## config.mk

```make
export PLATFORM = sky130hd
export DESIGN_NAME = delta_modulation_sample_channel_flat
export DESIGN_NICKNAME = d
export VERILOG_FILES = /design/src/sv/dmc_pkg.sv /design/src/sv/dmc_stream_if.sv /design/src/sv/delta_modulation_sample_channel.sv /design/src/sv/dmc_core.sv /design/src/flat_wrapper.sv
export SDC_FILE = /design/constraint.sdc
export NUM_CORES = 1
export LEC_CHECK = 0
export ABC_CLOCK_PERIOD_IN_PS = 7800
export BUFFER_PORTS_ARGS = -buffer_cell sky130_fd_sc_hd__buf_4
export CAP_MARGIN = 10
export CORE_ASPECT_RATIO = 1.25
export CORE_MARGIN = 2
export CORE_UTILIZATION = 45
export DETAILED_ROUTE_END_ITERATION = 8
export MAX_ROUTING_LAYER = met4
export PLACE_DENSITY = 0.63
export SYNTH_ARGS = -nofsm -noshare
export SYNTH_HDL_FRONTEND = slang
export SYNTH_SLANG_ARGS = --single-unit
```

## constraint.sdc

```tcl
create_clock -name clk_i -period 7.8 [get_ports clk_i]
set_input_delay 0.39 -clock clk_i [delete_from_list [all_inputs] [get_ports clk_i]]
set_output_delay 0.39 -clock clk_i [all_outputs]
set_load 0.005 [all_outputs]
```

## src/sv/dmc_pkg.sv

```systemverilog
// Shared types, codes, constants and the rate table of the delta-modulation sample channel.
package dmc_pkg;

  // Item commands
  typedef enum logic [2:0] {
    CMD_TICK    = 3'd0,
    CMD_FETCH   = 3'd1,
    CMD_ENABLE  = 3'd2,
    CMD_LOAD    = 3'd3,
    CMD_CLR_IRQ = 3'd4
  } cmd_e;

  // Configuration register indexes
  typedef enum logic [2:0] {
    REG_IRQ_EN = 3'd0,
    REG_LOOP   = 3'd1,
    REG_RATE   = 3'd2,
    REG_ADDR   = 3'd3,
    REG_LEN    = 3'd4
  } reg_e;

  localparam logic [15:0] AddrBase    = 16'hC000;
  localparam logic [15:0] AddrTop     = 16'hFFFF;
  localparam logic [15:0] AddrWrap    = 16'h8000;
  localparam logic [6:0]  LevelMax    = 7'd127;
  localparam logic [6:0]  LevelStep   = 7'd2;
  localparam logic [3:0]  BitsPerByte = 4'd8;

  typedef struct packed {
    logic [2:0]  command;
    logic        enable_flag;
    logic [7:0]  data_value;
    logic [15:0] fetch_address;
  } in_item_t;

  typedef struct packed {
    logic [6:0]  output_level;
    logic        irq_pending;
    logic        bytes_remaining;
    logic        fetch_request;
    logic [15:0] fetch_request_address;
    logic        fetch_from_output;
  } out_item_t;

  typedef struct packed {
    logic [2:0] index;
    logic [7:0] value;
  } cfg_item_t;

  // Divider reload value: output bit period minus one
  function automatic logic [7:0] rate_reload(input logic [3:0] idx);
    logic [7:0] r;
    case (idx)
      4'd0:    r = 8'd213;
      4'd1:    r = 8'd189;
      4'd2:    r = 8'd169;
      4'd3:    r = 8'd159;
      4'd4:    r = 8'd142;
      4'd5:    r = 8'd126;
      4'd6:    r = 8'd112;
      4'd7:    r = 8'd106;
      4'd8:    r = 8'd94;
      4'd9:    r = 8'd79;
      4'd10:   r = 8'd70;
      4'd11:   r = 8'd63;
      4'd12:   r = 8'd52;
      4'd13:   r = 8'd41;
      4'd14:   r = 8'd35;
      default: r = 8'd26;
    endcase
    return r;
  endfunction

endpackage

```

## src/sv/dmc_stream_if.sv

```systemverilog
// Valid/ready channel carrying one payload item of a chosen type.
interface dmc_stream_if #(
  parameter type T = logic
) ();
  logic valid;
  logic ready;
  T     data;

  modport source (output valid, output data, input ready);
  modport sink   (input valid, input data, output ready);
endinterface

```

## src/sv/delta_modulation_sample_channel.sv

```systemverilog
// Delta-modulation sample channel: input register, channel update, result register.
// An accepted item waits in the input register, then its result is loaded into the result
// register and shown on out_o; a result still waiting in the result register holds it back.
// Throughput: one item per cycle while out_o is taken; the single pass through
// the channel update between the input and result registers sets that figure.
// Reset (rst_ni low, asynchronous): both registers empty, channel silent with
// level 0, bit counter 8, buffer empty, no bytes left, configuration cleared.
module delta_modulation_sample_channel (
  input  logic          clk_i,
  input  logic          rst_ni,
  dmc_stream_if.sink    in_i,
  dmc_stream_if.sink    cfg_i,
  dmc_stream_if.source  out_o
);

  // Input register: holds the accepted item until the channel update takes it.
  logic               in_valid_q;
  dmc_pkg::in_item_t  in_item_q;

  // Result register: holds the finished item until the sink takes it.
  logic               out_valid_q;
  dmc_pkg::out_item_t out_item_q;

  dmc_pkg::out_item_t result;
  dmc_pkg::cfg_item_t cfg_item;
  logic               advance;
  logic               in_accept;
  logic               cfg_we;

  // Advance the held item when the result register is empty or drains now.
  assign advance   = in_valid_q && (!out_valid_q || out_o.ready);
  // Take a new item whenever the input register frees up this cycle.
  assign in_i.ready = !in_valid_q || advance;
  assign in_accept = in_i.valid && in_i.ready;

  // Configuration is to be written only while idle; the block does not enforce it, so always accept it.
  assign cfg_i.ready = 1'b1;
  assign cfg_we      = cfg_i.valid;
  assign cfg_item    = cfg_i.data;

  assign out_o.valid = out_valid_q;
  assign out_o.data  = out_item_q;

  always_ff @(posedge clk_i or negedge rst_ni) begin
    if (!rst_ni) begin
      in_valid_q <= 1'b0;
    end else if (in_i.ready) begin
      in_valid_q <= in_i.valid;
    end
  end

  // Payload needs no reset; load only on accept so a waiting item holds.
  always_ff @(posedge clk_i) begin
    if (in_accept) begin
      in_item_q <= in_i.data;
    end
  end

  always_ff @(posedge clk_i or negedge rst_ni) begin
    if (!rst_ni) begin
      out_valid_q <= 1'b0;
    end else if (advance) begin
      out_valid_q <= 1'b1;
    end else if (out_o.ready) begin
      out_valid_q <= 1'b0;
    end
  end

  always_ff @(posedge clk_i) begin
    if (advance) begin
      out_item_q <= result;
    end
  end

  // The channel state steps exactly once for each item that advances.
  dmc_core u_core (
    .clk_i    (clk_i),
    .rst_ni   (rst_ni),
    .step_i   (advance),
    .item_i   (in_item_q),
    .cfg_we_i (cfg_we),
    .cfg_i    (cfg_item),
    .result_o (result)
  );

  // A result without a fetch carries a clean address and origin.
  a_req_clean: assert property (@(posedge clk_i) disable iff (!rst_ni)
    out_valid_q && !out_item_q.fetch_request
      |-> out_item_q.fetch_request_address == '0 && !out_item_q.fetch_from_output)
    else $error("fetch fields set without a fetch request");

  // An accepted item that cannot advance at once stays held.
  a_in_kept: assert property (@(posedge clk_i) disable iff (!rst_ni)
    in_valid_q && !advance |=> in_valid_q && $stable(in_item_q))
    else $error("held item lost or changed");

  // Every advanced item lands in the result register.
  a_out_load: assert property (@(posedge clk_i) disable iff (!rst_ni)
    advance |=> out_valid_q)
    else $error("advanced item did not reach the result register");

  // A result waiting on the sink is not overwritten.
  a_out_kept: assert property (@(posedge clk_i) disable iff (!rst_ni)
    out_valid_q && !out_o.ready |=> out_valid_q && $stable(out_item_q))
    else $error("waiting result lost or changed");

endmodule

```

## src/sv/dmc_core.sv

```systemverilog
// Channel state, configuration registers and the per-item update logic.
module dmc_core (
  input  logic                clk_i,
  input  logic                rst_ni,
  input  logic                step_i,
  input  dmc_pkg::in_item_t   item_i,
  input  logic                cfg_we_i,
  input  dmc_pkg::cfg_item_t  cfg_i,
  output dmc_pkg::out_item_t  result_o
);

  // configuration
  logic        irq_en_q, loop_q;
  logic [7:0]  reload_q, addr_code_q, len_code_q;

  // channel state
  logic [6:0]  level_q, level_d;
  logic [7:0]  sr_q, sr_d;
  logic [3:0]  br_q, br_d, br_dec;
  logic        silent_q, silent_d;
  logic [7:0]  buf_q, buf_d;
  logic        empty_q, empty_d;
  logic [15:0] addr_q, addr_d;
  logic [11:0] bl_q, bl_d, bl_dec;
  logic        irq_q, irq_d;
  logic [7:0]  div_q, div_d;

  logic [15:0] restart_addr;
  logic [11:0] restart_len;
  logic        req;
  logic        from_out;
  logic [15:0] req_addr;

  assign restart_addr = dmc_pkg::AddrBase + 16'({addr_code_q, 6'b0});
  assign restart_len  = 12'({len_code_q, 4'b0}) + 12'd1;
  assign bl_dec       = bl_q - 12'd1;

  always_comb begin
    level_d  = level_q;
    sr_d     = sr_q;
    br_d     = br_q;
    br_dec   = br_q - 4'd1;
    silent_d = silent_q;
    buf_d    = buf_q;
    empty_d  = empty_q;
    addr_d   = addr_q;
    bl_d     = bl_q;
    irq_d    = irq_q;
    div_d    = div_q;
    req      = 1'b0;
    from_out = 1'b0;
    req_addr = '0;
    if (step_i) begin
      unique case (item_i.command)
        dmc_pkg::CMD_TICK: begin
          if (div_q == '0) begin
            div_d = reload_q;
            if (!silent_q) begin
              if (sr_q[0]) begin
                if (level_q <= dmc_pkg::LevelMax - dmc_pkg::LevelStep) begin
                  level_d = level_q + dmc_pkg::LevelStep;
                end
              end else if (level_q >= dmc_pkg::LevelStep) begin
                level_d = level_q - dmc_pkg::LevelStep;
              end
            end
            sr_d = sr_q >> 1;
            br_d = br_dec;
            if (br_dec == '0) begin
              br_d = dmc_pkg::BitsPerByte;
              if (empty_q) begin
                silent_d = 1'b1;
              end else begin
                silent_d = 1'b0;
                sr_d     = buf_q;
                empty_d  = 1'b1;
                if (bl_q != '0) begin
                  req      = 1'b1;
                  from_out = 1'b1;
                  req_addr = addr_q;
                end
              end
            end
          end else begin
            div_d = div_q - 8'd1;
          end
        end
        dmc_pkg::CMD_FETCH: begin
          if (item_i.fetch_address == addr_q && bl_q != '0) begin
            buf_d   = item_i.data_value;
            empty_d = 1'b0;
            addr_d  = (addr_q == dmc_pkg::AddrTop) ? dmc_pkg::AddrWrap : addr_q + 16'd1;
            bl_d    = bl_dec;
            if (bl_dec == '0) begin
              if (loop_q) begin
                addr_d = restart_addr;
                bl_d   = restart_len;
              end else if (irq_en_q) begin
                irq_d = 1'b1;
              end
            end
          end
        end
        dmc_pkg::CMD_ENABLE: begin
          if (!item_i.enable_flag) begin
            bl_d = '0;
          end else if (bl_q == '0) begin
            addr_d = restart_addr;
            bl_d   = restart_len;
            // restart length is never zero
            if (empty_q) begin
              req      = 1'b1;
              req_addr = restart_addr;
            end
          end
        end
        dmc_pkg::CMD_LOAD:    level_d = item_i.data_value[6:0];
        dmc_pkg::CMD_CLR_IRQ: irq_d   = 1'b0;
        default: ;
      endcase
    end
    // disabling the interrupt drops a pending one
    if (cfg_we_i && cfg_i.index == dmc_pkg::REG_IRQ_EN && !cfg_i.value[0]) begin
      irq_d = 1'b0;
    end
  end

  always_comb begin
    result_o.output_level          = level_d;
    result_o.irq_pending           = irq_d;
    result_o.bytes_remaining       = (bl_d != '0);
    result_o.fetch_request         = req;
    result_o.fetch_request_address = req_addr;
    result_o.fetch_from_output     = from_out;
  end

  always_ff @(posedge clk_i or negedge rst_ni) begin
    if (!rst_ni) begin
      level_q  <= '0;
      sr_q     <= '0;
      br_q     <= dmc_pkg::BitsPerByte;
      silent_q <= 1'b1;
      buf_q    <= '0;
      empty_q  <= 1'b1;
      addr_q   <= '0;
      bl_q     <= '0;
      irq_q    <= 1'b0;
      div_q    <= '0;
    end else begin
      level_q  <= level_d;
      sr_q     <= sr_d;
      br_q     <= br_d;
      silent_q <= silent_d;
      buf_q    <= buf_d;
      empty_q  <= empty_d;
      addr_q   <= addr_d;
      bl_q     <= bl_d;
      irq_q    <= irq_d;
      div_q    <= div_d;
    end
  end

  always_ff @(posedge clk_i or negedge rst_ni) begin
    if (!rst_ni) begin
      irq_en_q    <= 1'b0;
      loop_q      <= 1'b0;
      reload_q    <= '0;
      addr_code_q <= '0;
      len_code_q  <= '0;
    end else if (cfg_we_i) begin
      unique case (cfg_i.index)
        dmc_pkg::REG_IRQ_EN: irq_en_q    <= cfg_i.value[0];
        dmc_pkg::REG_LOOP:   loop_q      <= cfg_i.value[0];
        dmc_pkg::REG_RATE:   reload_q    <= dmc_pkg::rate_reload(cfg_i.value[3:0]);
        dmc_pkg::REG_ADDR:   addr_code_q <= cfg_i.value;
        dmc_pkg::REG_LEN:    len_code_q  <= cfg_i.value;
        default: ;
      endcase
    end
  end

  // remaining bytes always point into the upper half of the address space
  a_addr_upper: assert property (@(posedge clk_i) disable iff (!rst_ni)
    bl_q != '0 |-> addr_q[15])
    else $error("bytes remain at an address below the sample area");

  a_bits_range: assert property (@(posedge clk_i) disable iff (!rst_ni)
    br_q != '0 && br_q <= dmc_pkg::BitsPerByte)
    else $error("bit counter out of range");

  a_hold_idle: assert property (@(posedge clk_i) disable iff (!rst_ni)
    !step_i |=> $stable(level_q) && $stable(bl_q) && $stable(div_q))
    else $error("channel state moved without an item");

endmodule

```

## src/flat_wrapper.sv

```systemverilog
// flat-port wrapper written by rule: the top's interface ports become plain ports
module delta_modulation_sample_channel_flat 
  (clk_i, rst_ni, in_i_valid, in_i_data, in_i_ready, cfg_i_valid, cfg_i_data, cfg_i_ready, out_o_valid, out_o_data, out_o_ready);
  dmc_stream_if #(.T(dmc_pkg::in_item_t)) in_i_i ();
  dmc_stream_if #(.T(dmc_pkg::cfg_item_t)) cfg_i_i ();
  dmc_stream_if #(.T(dmc_pkg::out_item_t)) out_o_i ();
  input  logic clk_i;
  input  logic rst_ni;
  input wire logic [$bits(in_i_i.valid)-1:0] in_i_valid;
  input wire logic [$bits(in_i_i.data)-1:0] in_i_data;
  output wire logic [$bits(in_i_i.ready)-1:0] in_i_ready;
  input wire logic [$bits(cfg_i_i.valid)-1:0] cfg_i_valid;
  input wire logic [$bits(cfg_i_i.data)-1:0] cfg_i_data;
  output wire logic [$bits(cfg_i_i.ready)-1:0] cfg_i_ready;
  output wire logic [$bits(out_o_i.valid)-1:0] out_o_valid;
  output wire logic [$bits(out_o_i.data)-1:0] out_o_data;
  input wire logic [$bits(out_o_i.ready)-1:0] out_o_ready;
  assign in_i_i.valid = in_i_valid;
  assign in_i_i.data = in_i_data;
  assign in_i_ready = in_i_i.ready;
  assign cfg_i_i.valid = cfg_i_valid;
  assign cfg_i_i.data = cfg_i_data;
  assign cfg_i_ready = cfg_i_i.ready;
  assign out_o_valid = out_o_i.valid;
  assign out_o_data = out_o_i.data;
  assign out_o_i.ready = out_o_ready;
  delta_modulation_sample_channel u_core (.clk_i(clk_i), .rst_ni(rst_ni), .in_i(in_i_i), .cfg_i(cfg_i_i), .out_o(out_o_i));
endmodule
```

Yosys cells after proc, flatten, opt, wreduce, memory -nomap -nowiden --
Memories as Yosys holds them, arrays and structs flattened. A register that Yosys moved wholly into a read port is not among the register bits. Index checks and enable logic that the tools add are counted.
Storage, ports and cells: flip-flop bits (word level) 141, ROM bits 128, bits of input ports 44, output and inout port bits 30, word-level logic and storage cells 139, memories 1
Memories:
- (name not given) | depth 16, width 8, read ports 1, clocked after memory_dff 1, write ports 0, line dmc_pkg.sv:53 | case (idx)
Operators by class: add/sub/neg operators 8, $lt $le $gt $ge 2, equality and inequality tests 15, mux-type cells 54, reductions and logical operators 33
Operator list (number):
- $mux W16 | 13
- $mux W12 | 6
- $pmux W16 S2 | 2
- $mux W7 | 6
- $logic_not A12 Y1 | 2
- $mux W8 | 3
- $pmux W12 S2 | 1
- $reduce_bool A12 Y1 | 2
- $mux W1 | 18
- $add A15 B15 Y16 const A | 1
- $add A16 B1 Y16 const B | 1
- $eq A16 B16 Y1 | 1
- $eq A16 B16 Y1 const B | 1
- $pmux W7 S2 | 1
- $add A12 B1 Y12 const B | 1
- $eq A3 B2 Y1 const B | 4
- $reduce_and A2 Y1 | 6
- $sub A12 B1 Y12 const B | 1
- $reduce_and A5 Y1 | 2
- $logic_not A8 Y1 | 1
- $ne A2 B2 Y1 const B | 4
- $sub A8 B1 Y8 const B | 1
- $add A7 B2 Y7 const B | 1
- $ge A7 B2 Y1 const B | 1
- 16 further kinds | 32

Longest topological paths before layout --
word-level depth 7, mapped depth 13, gate-level depth less buffers 10

Cells and area by module --
From an unflattened synthesis, not the netlist that was laid out.
Unflattened totals: cells, all modules 782, area total of the unflattened synthesis 7748.7 um2
Modules (own cells, without submodules):
- dmc_core | times used 1, cells an instance 717, area each 5982.0 um2, sequential area each 2306.0 um2
- delta_modulation_sample_channel | times used 1, cells an instance 65, area each 1766.7 um2, sequential area each 1701.6 um2

Worst setup path before layout --
OpenSTA, ideal clock, no wires.
path type flip-flop to flip-flop, start reg u_core.u_core.bl_q[0], end reg u_core.u_core.addr_q[7], setup time 121 ps, data arrival time 2770 ps, data required time 7679 ps, path slack 4909 ps, cell stages (with the launch flop) 13, buffers on the path 2, clock period less this slack 2891 ps, path through dfrtp_1 -> buf_2 -> inv_1 -> ha_1 -> nor3b_2 -> nand2_1 -> xnor2_1 -> or4_1 -> buf_6 -> o2bb2ai_4 -> nor2_2 -> a32o_1 -> a22o_1
On the way: longest elaborated chain between the ends 5, elaborated cells on any way between the ends 11, classes of those cells add/sub (1); eq/ne (2); mux (3); reduce/logical (5)
RTL lines:
- start: declaration | line dmc_core.sv:24 | logic [11:0] bl_q, bl_d, bl_dec;
- start signal: assignment | line dmc_core.sv:157 | bl_q <= bl_d;
- $sub A12 B1 Y12 | line dmc_core.sv:36 | assign bl_dec = bl_q - 12'd1;
- $logic_not A12 Y1 | line dmc_core.sv:94 | if (bl_dec == '0) begin
- $mux W16 | line dmc_core.sv:94
- $mux W16 | line dmc_core.sv:89 | if (item_i.fetch_address == addr_q && bl_q != '0) begin
- $pmux W16 S2 | line dmc_core.sv:54 | unique case (item_i.command)
- end signal: assignment | line dmc_core.sv:156 | addr_q <= addr_d;
- end: declaration | line dmc_core.sv:23 | logic [15:0] addr_q, addr_d;
Several ways; a longest one is shown, not always the timed one. The select of a mux whose other input is x is not followed. A chain may end at the register's enable or synchronous reset.

Worst setup path after layout --
start reg u_core.u_core.bl_q[0], end reg u_core.u_core.addr_q[5]
The elaborated chain is that of the path after synthesis.

==> flow_summary.html <==
<table>
<tr><th>Metric</th><th>Value</th></tr>
<tr><th colspan="2">Routing</th></tr>
<tr><td>Number of routed nets with antenna violations</td><td>0</td></tr>
<tr><td>Final Routed Wirelength</td><td>approximately 19000 µm</td></tr>
<tr><td>Remaining routing DRC violations</td><td>0</td></tr>
<tr><td>Total number of vias</td><td>5799</td></tr>
<tr><td>Starting DRT DRC Count</td><td>493</td></tr>
<tr><td>Routed length per instance</td><td>about 19 µm</td></tr>
<tr><td>Router iterations before antenna repair</td><td>5</td></tr>
<tr><td>Per-cell via count in the routed design</td><td>between 5 and 6</td></tr>
<tr><th colspan="2">Floorplanning</th></tr>
<tr><td>Cell row count</td><td>52</td></tr>
<tr><td>Starting density of the core</td><td>between 40% and 50%</td></tr>
<tr><td>Height of the die</td><td>~150 µm</td></tr>
<tr><td>Die X-Extent</td><td>around 120 µm</td></tr>
<tr><td>IO Count</td><td>74</td></tr>
<tr><td>Die outline area</td><td>approximately 18000 µm²</td></tr>
<tr><td>Core box area</td><td>~16000 µm²</td></tr>
<tr><th colspan="2">Timing</th></tr>
<tr><td>Slew HR</td><td>a little over a fifth</td></tr>
<tr><td>Hold slack final</td><td>approximately 0.14 ns</td></tr>
<tr><td>Final setup vio count</td><td>0</td></tr>
<tr><td>Slew at the pin closest to its max-slew limit</td><td>1.17 ns</td></tr>
<tr><td>Maximum achievable frequency</td><td>between 200 and 300 MHz</td></tr>
<tr><td>Clock Skews</td><td>0.00828 ns</td></tr>
<tr><td>Fin Setup TNS</td><td>0 ns</td></tr>
<tr><td>Number of slew-limit violations in the final report</td><td>0</td></tr>
<tr><td>Final hold violation count</td><td>0</td></tr>
<tr><td>Share of the cycle needed by the critical path after routing</td><td>~47%</td></tr>
<tr><td>Post-route minimum period</td><td>between 3 and 4 ns</td></tr>
<tr><td>Setup repair after global routing missed its margin</td><td>false</td></tr>
<tr><th colspan="2">Synth</th></tr>
<tr><td>Count of different cell masters after synthesis</td><td>83</td></tr>
<tr><td>Mapped Avg Cell Area</td><td>~11 µm²</td></tr>
<tr><td>Number of warnings reported in the yosys synthesis log</td><td>0</td></tr>
<tr><td>Count of flip-flops with a built-in enable after synthesis</td><td>55</td></tr>
<tr><td>Flip-flop and latch count after synthesis</td><td>approximately 150</td></tr>
<tr><td>Library cell with the largest summed area after synthesis</td><td>sky130_fd_sc_hd__dfrtp_1</td></tr>
<tr><td>Area fraction of the dominant cell type after synthesis</td><td>30.2%</td></tr>
<tr><td>Primary FF master, synth</td><td>sky130_fd_sc_hd__dfrtp_1</td></tr>
<tr><td>FFs w/ async S/R, synth</td><td>a little over three fifths</td></tr>
<tr><td>Number of nets produced by synthesis</td><td>755</td></tr>
<tr><td>Post-synth design cell area</td><td>roughly 7600 µm²</td></tr>
<tr><td>Sequential fraction of the synthesis area</td><td>53.1%</td></tr>
<tr><td>Gate count after technology mapping</td><td>about 700</td></tr>
<tr><td>Cell types with the largest area share after synthesis</td><td>sky130_fd_sc_hd__dfrtp_1 30%, sky130_fd_sc_hd__edfxtp_1 22%, sky130_fd_sc_hd__nand2_1 4.0%</td></tr>
<tr><th colspan="2">Setup path</th></tr>
<tr><td>Count of cell instances traversed by the critical path</td><td>10</td></tr>
<tr><td>Cells along the critical path</td><td>inv_1 &gt; ha_1 &gt; nor3b_2 &gt; nand2_1 &gt; xnor2_1 &gt; or4_1 &gt; o2bb2ai_4 &gt; or2_1 &gt; o21ai_1 &gt; a32o_1</td></tr>
<tr><td>Critical path data arrival time</td><td>between 3 and 4 ns</td></tr>
<tr><td>R2R cell count</td><td>10</td></tr>
<tr><td>Sort of element at the end of the critical path</td><td>flip-flop</td></tr>
<tr><td>Critical path type</td><td>flip-flop to flip-flop</td></tr>
<tr><td>Slowest library cell on the worst path</td><td>sky130_fd_sc_hd__or4_1</td></tr>
<tr><td>Reg-to-reg critical path endpoint</td><td>u_core.u_core.addr_q[5]</td></tr>
<tr><td>Critical path launch point type</td><td>flip-flop</td></tr>
<tr><td>Critical path's largest stage delay</td><td>roughly 0.70 ns</td></tr>
<tr><td>Number of buffer and inverter instances along the worst setup path</td><td>1</td></tr>
<tr><td>Reg-to-reg critical path startpoint</td><td>u_core.u_core.bl_q[0]</td></tr>
<tr><td>Slack of the worst reg-to-reg path</td><td>just over 4 ns</td></tr>
<tr><td>Critical path launch point</td><td>u_core.u_core.bl_q[0]</td></tr>
<tr><td>Capture point of the worst path</td><td>u_core.u_core.addr_q[5]</td></tr>
<tr><td>Top fanout value on the critical path</td><td>17</td></tr>
<tr><td>Kind of cell with the highest combined delay on the critical path</td><td>simple AND/OR/NAND/NOR gates</td></tr>
<tr><td>Required time at the endpoint of the critical path</td><td>8.12 ns</td></tr>
<tr><th colspan="2">Pwr</th></tr>
<tr><td>Power density normalized to cell area</td><td>around 270 nW/µm²</td></tr>
<tr><td>Switching Power</td><td>0.000770 W</td></tr>
<tr><td>Cell internal pwr</td><td>about 0.0016 W</td></tr>
<tr><td>Leakage</td><td>approximately 3.6 nW</td></tr>
<tr><td>Switching part of the total</td><td>31.9%</td></tr>
<tr><td>Max VDD drop</td><td>~0.17 mV</td></tr>
<tr><td>Sequential fraction of design power</td><td>between 40% and 50%</td></tr>
<tr><td>Portion of total power attributed to the clock network</td><td>roughly a third</td></tr>
<tr><td>Combinational cell fraction of total power</td><td>22.0%</td></tr>
<tr><th colspan="2">CTS</th></tr>
<tr><td>Clock edge transition at the registers on the reported setup and hold paths</td><td>0.07 ns</td></tr>
<tr><td>Clock net sink count</td><td>about 150</td></tr>
<tr><td>Postcts setup bufs</td><td>0</td></tr>
<tr><td>Clock root buffer</td><td>sky130_fd_sc_hd__clkbuf_16</td></tr>
<tr><td>Longest Clk Path Bufs</td><td>2</td></tr>
<tr><td>Number of hold-repair buffers added at the cts stage</td><td>1</td></tr>
<tr><td>Total CTS buffers</td><td>17</td></tr>
<tr><td>Number of gates resized after CTS</td><td>0</td></tr>
<tr><td>TritonCTS clock tree</td><td>built</td></tr>
<tr><td>Worst skew pair latency</td><td>0.43 ns</td></tr>
<tr><td>H-Tree Depth</td><td>4</td></tr>
<tr><th colspan="2">Placement</th></tr>
<tr><td>Number of buffers inserted by port buffering</td><td>72</td></tr>
<tr><td>Half-perimeter wire length of the detailed placement result</td><td>about 13000 µm</td></tr>
<tr><td>Global placement routability congestion</td><td>approximately 0.9</td></tr>
<tr><th colspan="2">Cells and area</th></tr>
<tr><td>Fraction of final layout cells with drive strength greater than 1</td><td>a little over a fifth</td></tr>
<tr><td>Final layout net count</td><td>823</td></tr>
<tr><td>Relative area change from synthesis to final layout</td><td>17.1%</td></tr>
<tr><td>Post-layout utilization of the core</td><td>a little over half</td></tr>
<tr><td>Number of diodes</td><td>0</td></tr>
<tr><th colspan="2">Hold path</th></tr>
<tr><td>Hold WC Path Type</td><td>input pin to flip-flop</td></tr>
<tr><td>Hold path depth</td><td>1</td></tr>
<tr><th colspan="2">GRT</th></tr>
<tr><td>Wire length of the first global-routing pass</td><td>around 30000 µm</td></tr>
<tr><td>Antenna violations before repair</td><td>0</td></tr>
<tr><td>Largest net degree at the start of global routing</td><td>49</td></tr>
<tr><td>Via count of the first global-routing pass</td><td>roughly 5800</td></tr>
<tr><td>Total global routing track utilization</td><td>between 20% and 30%</td></tr>
<tr><td>Grt ovf</td><td>0</td></tr>
<tr><th colspan="2">Run status</th></tr>
<tr><td>Result of the run</td><td>finished clean</td></tr>
<tr><th colspan="2">Job</th></tr>
<tr><td>Max-Cap Viols</td><td>0</td></tr>
</table>
==> metrics by stage <==
step                      setup slack, ns  area, µm²  power (W)  instances
after detailed placement             4.23       8240    0.00159        962
after CTS                            4.21       8840    0.00243        995
final                                4.14       8840    0.00242        995
after global routing                 3.94       8840    0.00254        995
after global placement               4.34       8240    0.00157        962
after floorplan                      4.91       7550    0.00141        698
==> kinds of logic (layout without fill, tap and decap cells) <==
family / count (synthesis) / after routing / synth area share, %
and+or+nand+nor: 248 / 248 / 17.2
AOI/OAI and AO/OA: 176 / 176 / 16.3
adders and majority gates: 13 / 13 / 2.15
buffers and inverters: 51 / 132 / 3.31
xor gates and xnor gates: 24 / 24 / 2.78
muxes: 36 / 36 / 5.19
DFF: 149 / 149 / 53.1
other: 1 / 1 / 0.0497
==> power groups by stage <==
stage / Clock (W) / Sequential (W) / Combinational [W]
2_1_floorplan: 0 / 0.00102 / 0.000391
3_3_place_gp: 0 / 0.00106 / 0.000512
3_5_place_dp: 0 / 0.00106 / 0.000526
4_1_cts: 0.000850 / 0.00105 / 0.000531
5_1_grt: 0.000885 / 0.00106 / 0.000592
6_report: 0.000833 / 0.00105 / 0.000532
==> metal layers <==
metal  global-route usage (%)  vias up  share of wire [%]
met5                        -        -                  0
met3                     4.20       24                4.9
met2                     38.4      203                 52
met4                     6.35        0                1.6
met1                     27.0     2856                 41
li1                         -     2716                  -
==> registers in the layout (all words and copies together), names as in the netlist, 4 cells and up <==
name / cells
u_core.u_core.bl_q: 12
u_core.u_core.addr_code_q: 8
u_core.u_core.sr_q: 8
u_core.in_item_q: 28
u_core.u_core.buf_q: 8
u_core.u_core.br_q: 4
u_core.u_core.reload_q: 8
u_core.u_core.addr_q: 16
u_core.u_core.div_q: 8
u_core.out_o.data: 27
u_core.u_core.level_q: 7
u_core.u_core.len_code_q: 8
==> cell usage after synthesis (all sizes together), types with 4 or more instances <==
| cell | n |
|---|---|
| a211oi | 4 |
| a21o | 13 |
| a21oi | 26 |
| a22o | 11 |
| a22oi | 4 |
| a32o | 6 |
| a32oi | 4 |
| and2 | 10 |
| and3 | 9 |
| buf | 17 |
| clkbuf | 12 |
| dfrtp | 91 |
| edfxtp | 55 |
| ha | 13 |
| inv | 22 |
| mux2 | 25 |
| mux2i | 11 |
| nand2 | 81 |
| nand2b | 7 |
| nand3 | 16 |
| nand4 | 8 |
| nor2 | 47 |
| nor2b | 10 |
| nor3 | 18 |
| nor3b | 5 |
| nor4 | 10 |
| o211ai | 4 |
| o21ai | 60 |
| o22ai | 4 |
| o2bb2ai | 4 |
| o31ai | 4 |
| o41ai | 4 |
| or2 | 5 |
| or3 | 5 |
| or4 | 5 |
| xnor2 | 20 |
| xor2 | 4 |
==> cells in the final DEF, fill, tap and decap left out, drive strengths merged, types with 13 or more instances in the layout <==
master / count
nand3: 16
mux2: 25
nor2: 47
buf: 77
ha: 13
xnor2: 20
nand2: 81
o21ai: 60
a21oi: 26
dfrtp: 91
nor3: 18
a21o: 13
inv: 29
clkbuf: 17
edfxtp: 55
==> cell type report <==
cell class                 count  area, µm²
multi-input combinational    498       3300
tap                          216        270
clock inverter                15        170
fill                        1459       7490
sequential                   149       4010
timing repair buffer          78        588
inverter                      22       82.6
clock buffer                  17        425
==> worst min path at each step <==
stage	from	endpoint	slack, ns
4_1_cts	in_i_data[11]	u_core.in_item_q[11]	0.12
6_report	in_i_data[26]	u_core.in_item_q[26]	0.14
3_3_place_gp	rst_ni	u_core.u_core.div_q[7]	0.44
5_1_grt	in_i_data[0]	u_core.in_item_q[0]	0.12
3_5_place_dp	rst_ni	u_core.u_core.div_q[7]	0.46
2_1_floorplan	rst_ni	u_core.in_valid_q	0.09
Note: power is estimated with default switching activity, not from simulation.
